<file path="src/rtl/ljfh_pkg.sv">
package ljfh_pkg;

  localparam int DIST_FRAC_BITS = 24;

  localparam int MUL_LAT = 3;
  localparam int DIV_STEPS = 64;
  localparam int DIV_LAT = DIV_STEPS + 1;

  localparam logic [63:0] MAG_MAX = '1;

  // hbar^2 / (24 kB amu) in Q8.24, scaled by 2^40 as a 128-bit numerator
  localparam logic [63:0] FH_C2 = 64'd33910064;
  localparam logic [63:0] C2_HI = FH_C2 >> 24;
  localparam logic [63:0] C2_LO = FH_C2 << 40;

  localparam logic [2:0] REG_SPECTRE = 3'd0;
  localparam logic [2:0] REG_DISP_OFF = 3'd1;
  localparam logic [2:0] REG_REP_MODE = 3'd2;
  localparam logic [2:0] REG_FH_ORDER = 3'd3;
  localparam logic [2:0] REG_CUTOFF = 3'd4;
  localparam logic [2:0] REG_MARGIN = 3'd5;
  localparam logic [2:0] REG_TEMP = 3'd6;

  localparam logic [1:0] FH_OFF = 2'd0;
  localparam logic [1:0] FH_2ND = 2'd1;
  localparam logic [1:0] FH_4TH = 2'd2;
  localparam logic [1:0] FH_RSVD = 2'd3;

  localparam logic [31:0] CUTOFF_RST = 32'd167772160;
  localparam logic [15:0] MARGIN_RST = 16'd1;
  localparam logic [31:0] TEMP_RST = 32'd19529728;

  typedef struct packed {
    logic [63:0] mag;
    logic        neg;
    logic        sat;
  } sval_t;

  function automatic sval_t mkv(input logic [63:0] m);
    sval_t v;
    v.mag = m;
    v.neg = 1'b0;
    v.sat = 1'b0;
    return v;
  endfunction

  function automatic sval_t negv(input sval_t x);
    sval_t v;
    v = x;
    if (x.mag != '0) v.neg = ~x.neg;
    return v;
  endfunction

  function automatic sval_t addv(input sval_t x, input sval_t y);
    sval_t r;
    logic [64:0] sum;
    r = mkv('0);
    sum = '0;
    if (x.sat) begin
      r = x;
    end else if (y.sat) begin
      r = y;
    end else begin
      if (x.neg == y.neg) begin
        sum = {1'b0, x.mag} + {1'b0, y.mag};
        r.neg = x.neg;
        if (sum[64]) begin
          r.mag = MAG_MAX;
          r.sat = 1'b1;
        end else begin
          r.mag = sum[63:0];
        end
      end else if (x.mag >= y.mag) begin
        r.mag = x.mag - y.mag;
        r.neg = x.neg;
      end else begin
        r.mag = y.mag - x.mag;
        r.neg = y.neg;
      end
      if (r.mag == '0) r.neg = 1'b0;
    end
    return r;
  endfunction

endpackage

</file>
<file path="src/rtl/ljfh_sdly.sv">
module ljfh_sdly (
  input  logic            clk,
  input  logic            en,
  input  ljfh_pkg::sval_t d,
  output ljfh_pkg::sval_t q
);
  import ljfh_pkg::*;

  sval_t dl_r [MUL_LAT];

  always_ff @(posedge clk) begin
    if (en) begin
      dl_r[0] <= d;
      for (int i = 1; i < MUL_LAT; i++) begin
        dl_r[i] <= dl_r[i-1];
      end
    end
  end

  assign q = dl_r[MUL_LAT-1];

endmodule
</file>
<file path="config.mk">
export PLATFORM = sky130hd
export DESIGN_NAME = ljfh_sdly
export DESIGN_NICKNAME = d
export VERILOG_FILES = /design/src/rtl/ljfh_pkg.sv /design/src/rtl/ljfh_sdly.sv
export SDC_FILE = /design/constraint.sdc
export NUM_CORES = 1
export LEC_CHECK = 0
export BUFFER_PORTS_ARGS = -buffer_cell sky130_fd_sc_hd__buf_2
export CAP_MARGIN = 10
export CORE_MARGIN = 8
export CORE_UTILIZATION = 30
export CTS_BUF_LIST = sky130_fd_sc_hd__clkbuf_8
export DETAILED_ROUTE_END_ITERATION = 16
export GPL_TIMING_DRIVEN = 0
export HOLD_SLACK_MARGIN = 0.08
export PLACE_DENSITY = 0.59
export SKIP_LAST_GASP = 1
export SYNTH_ARGS = -nofsm -noshare
export SYNTH_HDL_FRONTEND = slang
export SYNTH_SLANG_ARGS = --single-unit
</file>
<file path="constraint.sdc">
create_clock -name clk -period 1.35 [get_ports clk]
set_input_delay 0.27 -clock clk [delete_from_list [all_inputs] [get_ports clk]]
set_output_delay 0.27 -clock clk [all_outputs]
set_load 0.05 [all_outputs]
</file>
==> summary.md, run 1 <==
| Metric | Value |
|---|---|
| Clock power frac | 0.287 |
| DRT Wirelength | 10.1 mm |
| Sequential element share of the synthesized area | 0.923 |
| CP startpoint | dl_r[0][182] |
| First-pass GRT wire length | 15.6 mm |
| Largest net degree at the start of global routing | 112 |
| Max clock buf depth | 2 |
| Die H | 163 um |
| Worst stage delay on the critical path | 0.45 ns |
| Post-Route Setup TNS | 0 ns |
| Die X | 163 um |
| R2r setup slk | 0.68 ns |
| #MultiIn Comb | 0 |
| CTS tree | built |
| RSZ-0062 raised after global routing | yes |
| Worst Path Required | 1.08 ns |
| Pin slew with the least headroom to its limit | 0.645 ns |
| Clock Root Buffer | clkbuf_8 |
| Synth Area in Simple Gates | 0 |
| Post-Synth XOR/XNOR Area | 0 |
| Clock Sinks | 198 |
| H-tree levels | 4 |
| Fin. Hold Viols | 0 |
| Synth Area in Compound Gates | 0 |
| Startpoint type of the worst setup path | register |
| Internal power consumption | 9.10 mW |
| Rows | 53 |
| Skew-Pair Late Insertion Delay | 0.43 ns |
| R2R depth | 0 |
| GRT Total Usage | 0.0774 |
| Share of cells above drive strength 1 | 0.380 |
| Pleak | 3.17 nW |
| Drt drc | 0 |
| CP endpoint kind | primary output |
| Largest family of logic cells by synthesized area | buffers and inverters |
| Seq pwr share | 0.618 |
| Seq cells post-synth | 198 |
| IO Pins | 134 |
| PortBufs | 133 |
| Register area | 0.00595 mm^2 |
| Multiplexer share of the synthesized area | 0 |
| Core area | 0.0210 mm^2 |
| Initial Util | 0.306 |
| Post-synth top area share | 0.923 |
| Hold WS | 0.334 ns |
| Max Clk Rate | 0.748 GHz |
| R2R Path Start | dl_r[0][86] |
| Area leader, netlist | edfxtp_1 |
| Routed WL per cell | 14.4 um |
| Status | finished clean |
| DR pass1 iterations | 4 |
| DR vias/cell | 3.73 |
| NumNets Final | 485 |
| Worst r2r dst | dl_r[0][152] |
| Slowest-stage cell, CP | edfxtp_1 |
| Largest registers | dl_r: 198 flops |
| Clock skew | 0.00947 ns |
| Initial antenna violation count | 1 |
| Total gr overflow | 0 |
| Fin. max-slew vios | 0 |
| Switching part of the total | 0.242 |
| Mapped Area | 0.00644 mm^2 |
| Antenna Violating Nets Remaining | 0 |
| Worst hold-check path type | input pin to register |
| Ant diodes | 0 |
| EDFF count, synth | 198 |
| Ys Warns | 0 |
| Peak VDD IR | 0.000554 V |
| Clock period minus final worst setup slack | 1.34 ns |
| GPL Wtd Cong | 0.626 |
| Synthesized Nets | 332 |
| Power per cell area | 1380 mW/mm^2 |
| Crit path cell chain | buf_8 |
| Top cells by area, synth | edfxtp_1, buf_4 |
| Final setup viols | 0 |
| FFs w/ async S/R, synth | 0 |
| Synth top cells by count | edfxtp_1, buf_4 |
| Die ar. | 0.0264 mm^2 |
| Netlist cell types | 2 |
| Multi-input gate area | 0 um^2 |
| Post-CTS setup buffers | 0 |
| Iteration-0 DRC Markers | 123 |
| Worst Hold Endpoint | dl_r[0][186] |
| Post-Synth Adder-Cell Area | 0 |
| Final Util | 0.412 |
| Worst Path Buf+Inv | 1 |
| Post-Syn Area per Cell | 24.4 um^2 |
| Cells after Synth | 264 |
| Min-Delay Startpoint | en |
| Total CTS buffers | 17 |
| Via count | 2,623 |
| # fillers | 1,816 |
| Worst slew margin | 0.570 |
| Area growth from synthesis to layout | 34.6% |
| Max-cap viol count | 0 |
| Vias in the first global route | 2,915 |
| Crit path kind | register to primary output |
| Reg with most FFs | dl_r |
| Worst-path clk slew | 0.10 ns |
| Most common cell in the synthesized netlist | edfxtp_1 |
| Worst Hold Path Cells | 1 |
| Crit path DAT | 1.07 ns |
| Main flop type after synthesis | edfxtp_1 |
| NetSw | 2.90 mW |
| Max FFs per register | 198 |
| Gate power share | 0.095 |
| Tcrit/Tclk final | 0.990 |
| Crit path max fanout | 1 |
| Delay-heaviest family, CP | flip-flops |
## cell families (layout without fill, tap and decap cells)
group,after synthesis,in the layout
buffers and inverters,66,231
DFF,198,198
## power groups by stage
stage / clock (mW) / sequential (mW) / combinational, mW
4_1_cts: 3.63 / 7.43 / 1.15
5_1_grt: 3.86 / 7.46 / 1.19
3_5_place_dp: 0 / 7.51 / 0.932
6_report: 3.44 / 7.42 / 1.14
2_1_floorplan: 0 / 7.46 / 0.590
3_3_place_gp: 0 / 7.53 / 0.907
## cells in the final DEF (no fill, tap or decap), drive strengths merged
master,instances
dlygate4sd3,66
edfxtp,198
clkinv,6
buf,134
clkbuf,17
inv,7
clkinvlp,1
## layer usage
metal  part of all wire  track usage  vias to the layer above
met5            0.00079            0                        -
met4              0.018       0.0350                        2
met3              0.088       0.0384                       11
met2               0.48        0.121                       90
met1               0.41       0.0878                     1276
li1                   -            -                     1244
## per-stage QoR
stage	std cells	cell area, um^2	worst slack, ns	power, mW
2_1_floorplan	264	6440	0.557	8.05
6_report	704	8670	0.0135	12.0
5_1_grt	704	8670	-0.0583	12.5
3_3_place_gp	672	7450	-2.39	8.43
4_1_cts	704	8670	-0.0401	12.2
3_5_place_dp	673	7490	-0.371	8.44
## layout make-up
type | instances | area share
Sequential cell | 198 | 0.686
Timing Repair Buffer | 200 | 0.234
Tap cell | 275 | 0.0397
Clock buffer | 17 | 0.0270
Clock inverter | 14 | 0.0140
## worst max-delay path by stage
stage                    to  slack (ns)  cells past startpoint
3_3_place_gp   dl_r[0][137]       -2.39                      1
3_5_place_dp   dl_r[0][179]       -0.37                      2
4_1_cts               q[50]       -0.04                      1
2_1_floorplan          q[0]        0.56                      1
6_report              q[50]        0.01                      1
5_1_grt                q[2]       -0.06                      1
## repair_timing
item / CTS / global route
gates resized for setup: 198 / 0
hold buffers: 66 / 0
endpoints found under the hold margin: 66 / 0
setup endpoints to repair: 66 / 58
(Power assumes the default switching activity.)
==> inputs of run 2 (changes only) <==
--- a/config.mk
+++ b/config.mk
@@ -9,10 +9,10 @@
 export CAP_MARGIN = 10
 export CORE_MARGIN = 8
 export CORE_UTILIZATION = 30
-export CTS_BUF_LIST = sky130_fd_sc_hd__clkbuf_8
 export DETAILED_ROUTE_END_ITERATION = 16
 export GPL_TIMING_DRIVEN = 0
 export HOLD_SLACK_MARGIN = 0.08
+export MAX_ROUTING_LAYER = met4
 export PLACE_DENSITY = 0.59
 export SKIP_LAST_GASP = 1
 export SYNTH_ARGS = -nofsm -noshare
==> run 2 against run 1 <==
  * Non-clock buffer count stayed put
  * Sequential share of layout area is 1.5 points lower
  * Cell count is 0.14% higher
  * Largest power group unchanged
==> summary.md, run 2 (synthesis results as in run 1) <==
| Metric | Value |
|---|---|
| Clock Root Buffer | clkbuf_16 |
| Crit path cell chain | buf_8 |
| Status | finished clean |
| Rows | 53 (unchanged) |
| Final Util | 0.422 (+0.00946) |
| Power per cell area | 1500 mW/mm^2 (+8.1%) |
| Die ar. | 0.0264 mm^2 (unchanged) |
| Pin slew with the least headroom to its limit | 0.566 ns (-0.0795 ns) |
| Peak VDD IR | 0.000753 V (+36%) |
| Max Clk Rate | 0.771 GHz (+3.0%) |
| Worst Path Required | 1.08 ns (about the same) |
| Worst hold-check path type | input pin to register |
| Crit path DAT | 1.03 ns (-0.04 ns) |
| Fin. Hold Viols | 0 (unchanged) |
| Layout Cells excl Fill | 705 (+0.14%) |
| Startpoint type of the worst setup path | register |
| Final setup viols | 0 (unchanged) |
| IO Pins | 134 (unchanged) |
| Post-CTS setup buffers | 0 (unchanged) |
| Total chip power | 13.3 mW (+11%) |
| Clock skew | 0.00471 ns (-0.00477 ns) |
| Worst slew margin | 0.623 (+0.0530) |
| Max clock buf depth | 2 (unchanged) |
| Reg with most FFs | dl_r |
| Antenna Violating Nets Remaining | 0 (unchanged) |
| Multi-input gate area | 0 um^2 (unchanged) |
| Most common cell after layout, fill and taps aside | edfxtp_1 |
| Total gr overflow | 0 (unchanged) |
| Pre-CTS WS | -0.371 ns (unchanged) |
| Via count | 2,632 (+0.34%) |
| Die H | 163 um (unchanged) |
| Cell Count Post-Placement | 673 (unchanged) |
| CP endpoint kind | primary output |
| Worst setup margin | 0.0528 ns (+0.0393 ns) |
| Worst Path Buf+Inv | 1 (unchanged) |
| NumNets Final | 485 (unchanged) |
| H-tree levels | 4 (unchanged) |
| Total CTS buffers | 17 (unchanged) |
| Pleak | 3.25 nW (+2.7%) |
| Core area | 0.0210 mm^2 (unchanged) |
| Largest registers | dl_r: 198 flops |
| GRT Total Usage | 0.0799 (+0.00251) |
| Crit path max fanout | 1 (unchanged) |
| Skew-Pair Late Insertion Delay | 0.41 ns (-0.02 ns) |
| Crit path kind | register to primary output |
| Clock period minus final worst setup slack | 1.30 ns (-0.0393 ns) |
| Routed WL per cell | 14.4 um (+0.40%) |
| Share of cells above drive strength 1 | 0.380 (unchanged) |
| PortBufs | 133 (unchanged) |
| Max-cap viol count | 0 (unchanged) |
| DRT Wirelength | 10.2 mm (+0.54%) |
| DR pass1 iterations | 4 (unchanged) |
| Drt drc | 0 (unchanged) |
| Vias in the first global route | 2,928 (+0.45%) |
| Most frequent cells in the layout | edfxtp_1, dlygate4sd3_1, buf_2, buf_8, clkbuf_16 |
| Initial antenna violation count | 1 (unchanged) |
| Fin. max-slew vios | 0 (unchanged) |
| Area growth from synthesis to layout | 37.7% |
| Worst stage delay on the critical path | 0.43 ns (-0.02 ns) |
| Max FFs per register | 198 (unchanged) |
| Initial Util | 0.306 (unchanged) |
| Slowest-stage cell, CP | edfxtp_1 |
| #MultiIn Comb | 0 (unchanged) |
| Worst-path clk slew | 0.07 ns (-0.03 ns) |
| Delay-heaviest family, CP | flip-flops |
| First-pass GRT wire length | 15.6 mm (about the same) |
| RSZ-0062 raised after global routing | no |
| Clock Sinks | 198 (unchanged) |
| GPL Wtd Cong | 0.631 (+0.77%) |
| Iteration-0 DRC Markers | 112 (-8.9%) |
| DR vias/cell | 3.73 (+0.20%) |
| Tcrit/Tclk final | 0.961 (-0.0291) |
| CTS tree | built |
| Largest net degree at the start of global routing | 112 (unchanged) |
| Die X | 163 um (unchanged) |
[run 2: area by class of cell]
class / count / area (um^2)
fillers: 1810 / 12200
flip-flops and latches: 198 / 5950
repair buffers: 200 / 2030
clock buffers: 18 / 429
well taps: 275 / 344
clock inverters: 13 / 118
diodes: 1 / 2.50
[run 2: worst paths after layout]
| path | from | end | slack [ns] | cells past startpoint |
|---|---|---|---|---|
| worst max-delay path | dl_r[0][182] | q[50] | 0.05 | 1 |
| worst min-delay path | en | dl_r[0][186] | 0.29 | 1 |
| worst max register to register | dl_r[0][86] | dl_r[0][152] | 0.68 | 0 |
| worst min register to register | dl_r[0][29] | dl_r[0][95] | 0.42 | 0 |
[run 2: through the flow]
| stage | hold slack [ns] | setup TNS (ns) | cell area, um^2 |
|---|---|---|---|
| finish | 0.286 | 0 | 8870 |
| global route | 0.294 | 0 | 8870 |
| CTS | 0.355 | 0 | 8870 |
| detailed placement | 0.405 | -39.55 | 7490 |
| global placement | 0.401 | -469.02 | 7450 |
| floorplan | 0.369 | 0 | 6440 |
[run 2: per-layer routing]
metal,share of wire,up-vias,track usage
met4,0.017,0,0.0350
li1,-,1246,-
met5,0,-,-
met3,0.085,13,0.0356
met2,0.48,90,0.123
met1,0.42,1283,0.0893
[run 2: power by group]
| group | total [mW] | switching, mW | internal (mW) |
|---|---|---|---|
| Clock | 4.70 | 2.28 | 2.42 |
| Sequential | 7.42 | 0.153 | 7.27 |
| Combinational | 1.14 | 0.636 | 0.506 |
| Total | 13.3 | 3.07 | 10.2 |
[run 2: what timing repair did]
item,4_1_cts,5_1_grt
resized for setup,195,4
endpoints found under the setup margin,66,12
hold endpoints to repair,66,0
hold buffers,66,0
pin swaps,0,0
